===== src/hdl/hmf_ram.sv =====
`timescale 1ns / 1ps
// ----------------------------------------------------------------------------
// hmf_ram
// simple dual-port ram, one write port, one registered read port (read-first)
// ----------------------------------------------------------------------------
module hmf_ram #(
   parameter int WIDTH = 8,
   parameter int DEPTH = 256
) (
   input  logic                     clock,
   input  logic                     we,
   input  logic [$clog2(DEPTH)-1:0] waddr,
   input  logic [WIDTH-1:0]         wdata,
   input  logic                     re,
   input  logic [$clog2(DEPTH)-1:0] raddr,
   output logic [WIDTH-1:0]         rdata
);

   logic [WIDTH-1:0] mem [DEPTH];
   logic [WIDTH-1:0] rdata_ff;

   always_ff @(posedge clock) begin
      if (re) begin
         rdata_ff <= mem[raddr];
      end
      if (we) begin
         mem[waddr] <= wdata;
      end
   end

   assign rdata = rdata_ff;

endmodule


===== config.mk =====
export PLATFORM = sky130hd
export DESIGN_NAME = hmf_ram
export DESIGN_NICKNAME = d
export VERILOG_FILES = /design/src/hdl/hmf_ram.sv
export SDC_FILE = /design/constraint.sdc
export NUM_CORES = 2
export LEC_CHECK = 0
export BUFFER_PORTS_ARGS = -buffer_cell sky130_fd_sc_hd__buf_4
export CAP_MARGIN = 20
export CORE_UTILIZATION = 60
export CTS_CLUSTER_DIAMETER = 100
export CTS_CLUSTER_SIZE = 25
export DETAILED_ROUTE_END_ITERATION = 8
export HOLD_SLACK_MARGIN = 0.03
export PLACE_DENSITY = 0.75
export SLEW_MARGIN = 30
export SYNTH_ARGS = -nofsm -noshare
export SYNTH_HDL_FRONTEND = slang
export SYNTH_SLANG_ARGS = --single-unit

===== constraint.sdc =====
create_clock -name clock -period 3.4 [get_ports clock]
set_clock_uncertainty 0.15 [all_clocks]
set_input_delay 0.68 -clock clock [delete_from_list [all_inputs] [get_ports clock]]
set_output_delay 0.68 -clock clock [all_outputs]
set_load 0.01 [all_outputs]

== Word-level counts from Yosys, hierarchy flattened ==
Memories as Yosys holds them, arrays and structs flattened. A register that Yosys moved wholly into a read port is not among the register bits.
Cells that the tools add are included.

* Bits in registers: 0
* RAM bits: 2,048
* Input bits: 27
* Output and inout port bits: 8
* Word-level logic and storage cells: 3
* Memories: 1

{| class="wikitable"
|+ Memory list
! name !! depth !! width !! rd ports !! clocked after memory_dff !! write ports !! RTL line !! text
|-
| mem || 256 || 8 || 1 || 1 || 1 || 19 || <nowiki>logic [WIDTH-1:0] mem [DEPTH];</nowiki>
|}

* Multiplexer cells: 2

{| class="wikitable"
|+ Operators by type and width
! cell !! number
|-
| $mux 1 || 2
|}

== Depth between registers and ports, before layout ==
* Depth in word-level cells: 2
* Depth in mapped cells: 11
* Depth with buffers taken out: 6

== Worst setup path before layout ==
No wires, ideal clock.

* Kind: in2reg
* Start point: in raddr[0]
* End point: reg rdata_ff[2], in the netlist rdata[2] (read register of mem), data pin
* Setup time: 0.269 ns
* Arrival: 2.487 ns
* Required time: 2.981 ns
* Setup slack: 0.494 ns
* Cell stages on the path: 9
* Buffers on the path: 4
* Path through: buf_6 -> buf_12 -> buf_8 -> buf_2 -> mux4_2 -> a22oi_1 -> a21oi_1 -> nor4_1 -> nor4_2

{| class="wikitable"
|+ RTL lines
! element !! RTL line !! text
|-
| from (decl) || 15 || <nowiki>input logic [$clog2(DEPTH)-1:0] raddr,</nowiki>
|-
| to (decl) || 20 || <nowiki>logic [WIDTH-1:0] rdata_ff;</nowiki>
|}

==> impl_metrics.ini <==
[run_status]
status = finished clean

[clock_network]
cts_tree = yes
numCtsBuffers = 92
post-cts-setup-buffers = 0
htree_levels = 3
cts.clk_slew.worst_paths_ns = 0.10
clk_path_buf_depth = 3
clkLatencyLatePin_ns = 0.76
cts_sinks = 2056
root_buffer = clkbuf_16
cts_resized = 0
postCtsHoldBufs = 0

[sta]
grt_setup_unrepaired = no
setup_viol = 0
worst_pin_slew_ns = 0.968
min_period_ns = 3.33
max_freq_mhz = 300
finalHoldViolations = 0
relSlewSlack_pct = 35.5
drv_slew = 0
fin_crit_sh_pct = 98.0

[placement]
dp_hpwl_mm = 123
placedCellCount = 5846
placed_area_um2 = 85800
portBuffers = 34
gp_congestion = 0.899

[detailed_routing]
ant_nets = 0
first_pass_iters = 6
vias = 40200
post-route-drc-count = 0
drt_iter0_drc = 5872
routed_wl_mm = 191
wl_per_cell_um = 32.1
vias_per_cell = 6.75

[synth]
yosys.area_share.simple_pct = 2.63
yosysUniqueCellTypes = 54
synth_top_flop_cell = edfxtp_1
synth_adder_area_share_pct = 0
synth_top_family_by_area = multiplexers
synth_compound_area_share_pct = 3.42
synth-xor-area-share_pct = 0
synthTopCellsByCount = edfxtp_1 (2,056), mux4_2 (454), nor2_1 (282), mux2i_1 (134), a22oi_1 (133)
yosysTopAreaCell = edfxtp_1
syn_area_per_cell_um2 = 21.3
ys_async_sr_fraction_pct = 0
synth_area_um2 = 79600
synth-seq-cells = 2056
synth_seq_area_share_pct = 77.5
synth_edf_count = 2056
yosysWarningCount = 0
yosysMostFrequentCell = edfxtp_1
synth_cells = 3733
syn_nets = 3760
synth.area.top_cells = edfxtp_1 (78%), mux4_2 (13%), mux2i_1 (1.7%)
synth_top_area_share_pct = 77.5
synth_mux_area_share_pct = 14.6

[cells_and_area]
fin_area_um2 = 88300
area_delta_synth_final_pct = 10.9
utilization_pct = 67.1
num-nets-final = 4212
drive_gt1_share_pct = 27.8
fill_cells = 8090
final_cells = 5952

[worst_setup_path]
cp.required_ns = 3.73
r2r_start = mem[86][1]$_DFFE_PP_
crit_arrival_ns = 3.66
r2r_slack_ns = 0.33
path_class = in -> reg
startpoint_type = input pin
critPathMaxFanout = 22
r2r_end = rdata[1]$_DFFE_PP_
end_kind = register
ff2ff_path_depth = 6

[grt]
grt_overflow = 0
antenna_found_initial = 14
grt_pass1_wl_mm = 277
grt_max_degree = 109
grt_usage_pct = 28.8
grt_pass1_vias = 40100

[floorplan]
core_um2 = 132000
start_util_pct = 60.5
chipWidth_um = 366
rows = 133
die_h_um = 366
io_pins = 35
die_area_um2 = 134000

[power_and_ir_drop]
leakagePower_uw = 0.0278
p_per_area_nw_per_um2 = 488
vdd_drop_max_mv = 0.550
total_power_uw = 43000

[min_path]
hold_end = rdata[6]$_DFFE_PP_
hold_depth = 1
hold_class = in -> reg
min_from = re

[job]
max_cap_violations = 0
==> state kept, by name, summed over array words and instances (netlist names) <==
signal / flops
mem: 2048
rdata: 8
==> cell type report <==
type | instances | area, um^2 | area share [%]
sequential | 2056 | 61700 | 69.9
tap | 1755 | 2200 | 2.49
clock buffer | 95 | 2380 | 2.69
antenna | 6 | 15.0 | 0.0170
multi-input combinational | 1442 | 16500 | 18.7
timing repair buffer | 591 | 5390 | 6.11
inverter | 2 | 7.51 | 0.00850
clock inverter | 5 | 66.3 | 0.0751
==> critical path: stages <==
cell and delay, ns:
buf_8 0.20, buf_12 0.21, buf_12 0.21, buf_12 0.24, mux4_2 0.54, o211ai_1 0.20, a21oi_1 0.09, buf_4 0.20
nor4_1 0.72, buf_4 0.24, nor4_1 0.05
==> where the power goes <==
group | leakage [uW] | internal, uW | switching (uW)
sequential | 0.0185 | 27900 | 34.4
clock | 0.00120 | 5040 | 7280
combinational | 0.00813 | 1090 | 1690
==> routing by layer <==
layer | global-route usage (%) | wire length, um
met3 | 5.26 | 21300
met4 | 8.63 | 6440
met2 | 46.2 | 93300
met5 | 0 | 59
met1 | 41.1 | 69800
==> per-stage QoR <==
step,setup TNS (ns),hold WS [ns],setup WS [ns]
3_5_place_dp,-3.54,0.908,-0.636
5_1_grt,0,0.108,0.0920
3_3_place_gp,-4.14,0.901,-0.975
6_report,0,0.154,0.0685
2_1_floorplan,0,0.629,0.494
4_1_cts,0,0.107,0.174
==> worst max-delay path by stage <==
stage / slack [ns] / cells after the start / endpoint / start
after floorplan: 0.49 / 9 / rdata[2]$_DFFE_PP_ / raddr[0]
after global placement: -0.98 / 9 / rdata[1]$_DFFE_PP_ / raddr[0]
after detailed placement: -0.64 / 11 / rdata[1]$_DFFE_PP_ / raddr[0]
after CTS: 0.17 / 11 / rdata[1]$_DFFE_PP_ / raddr[0]
after global routing: 0.09 / 11 / rdata[1]$_DFFE_PP_ / raddr[0]
final: 0.07 / 11 / rdata[1]$_DFFE_PP_ / raddr[0]
==> placed cells by master, fill, tap and decap left out, drive strengths merged, types with 10 or more instances in the layout <==
cell,instances
o22ai,28
mux4,456
nor2b,31
buf,585
a21oi,96
nor2,282
clkbuf,101
nor3,22
a22oi,133
a221oi,14
nand2,33
edfxtp,2056
nand4,10
mux2i,134
nor4,27
nand3,34
o21ai,12
o211ai,10
o221ai,47
a211oi,16
==> cell families (layout without fill, tap and decap cells) <==
kind of cell / Yosys count / after routing
other: 0 / 6
multiplexers: 591 / 591
buffers and inverters: 235 / 693
flip-flops: 2056 / 2056
AO/OA/AOI/OAI: 385 / 385
AND/OR/NAND/NOR: 466 / 466
Power figures use the tool's default switching activity.
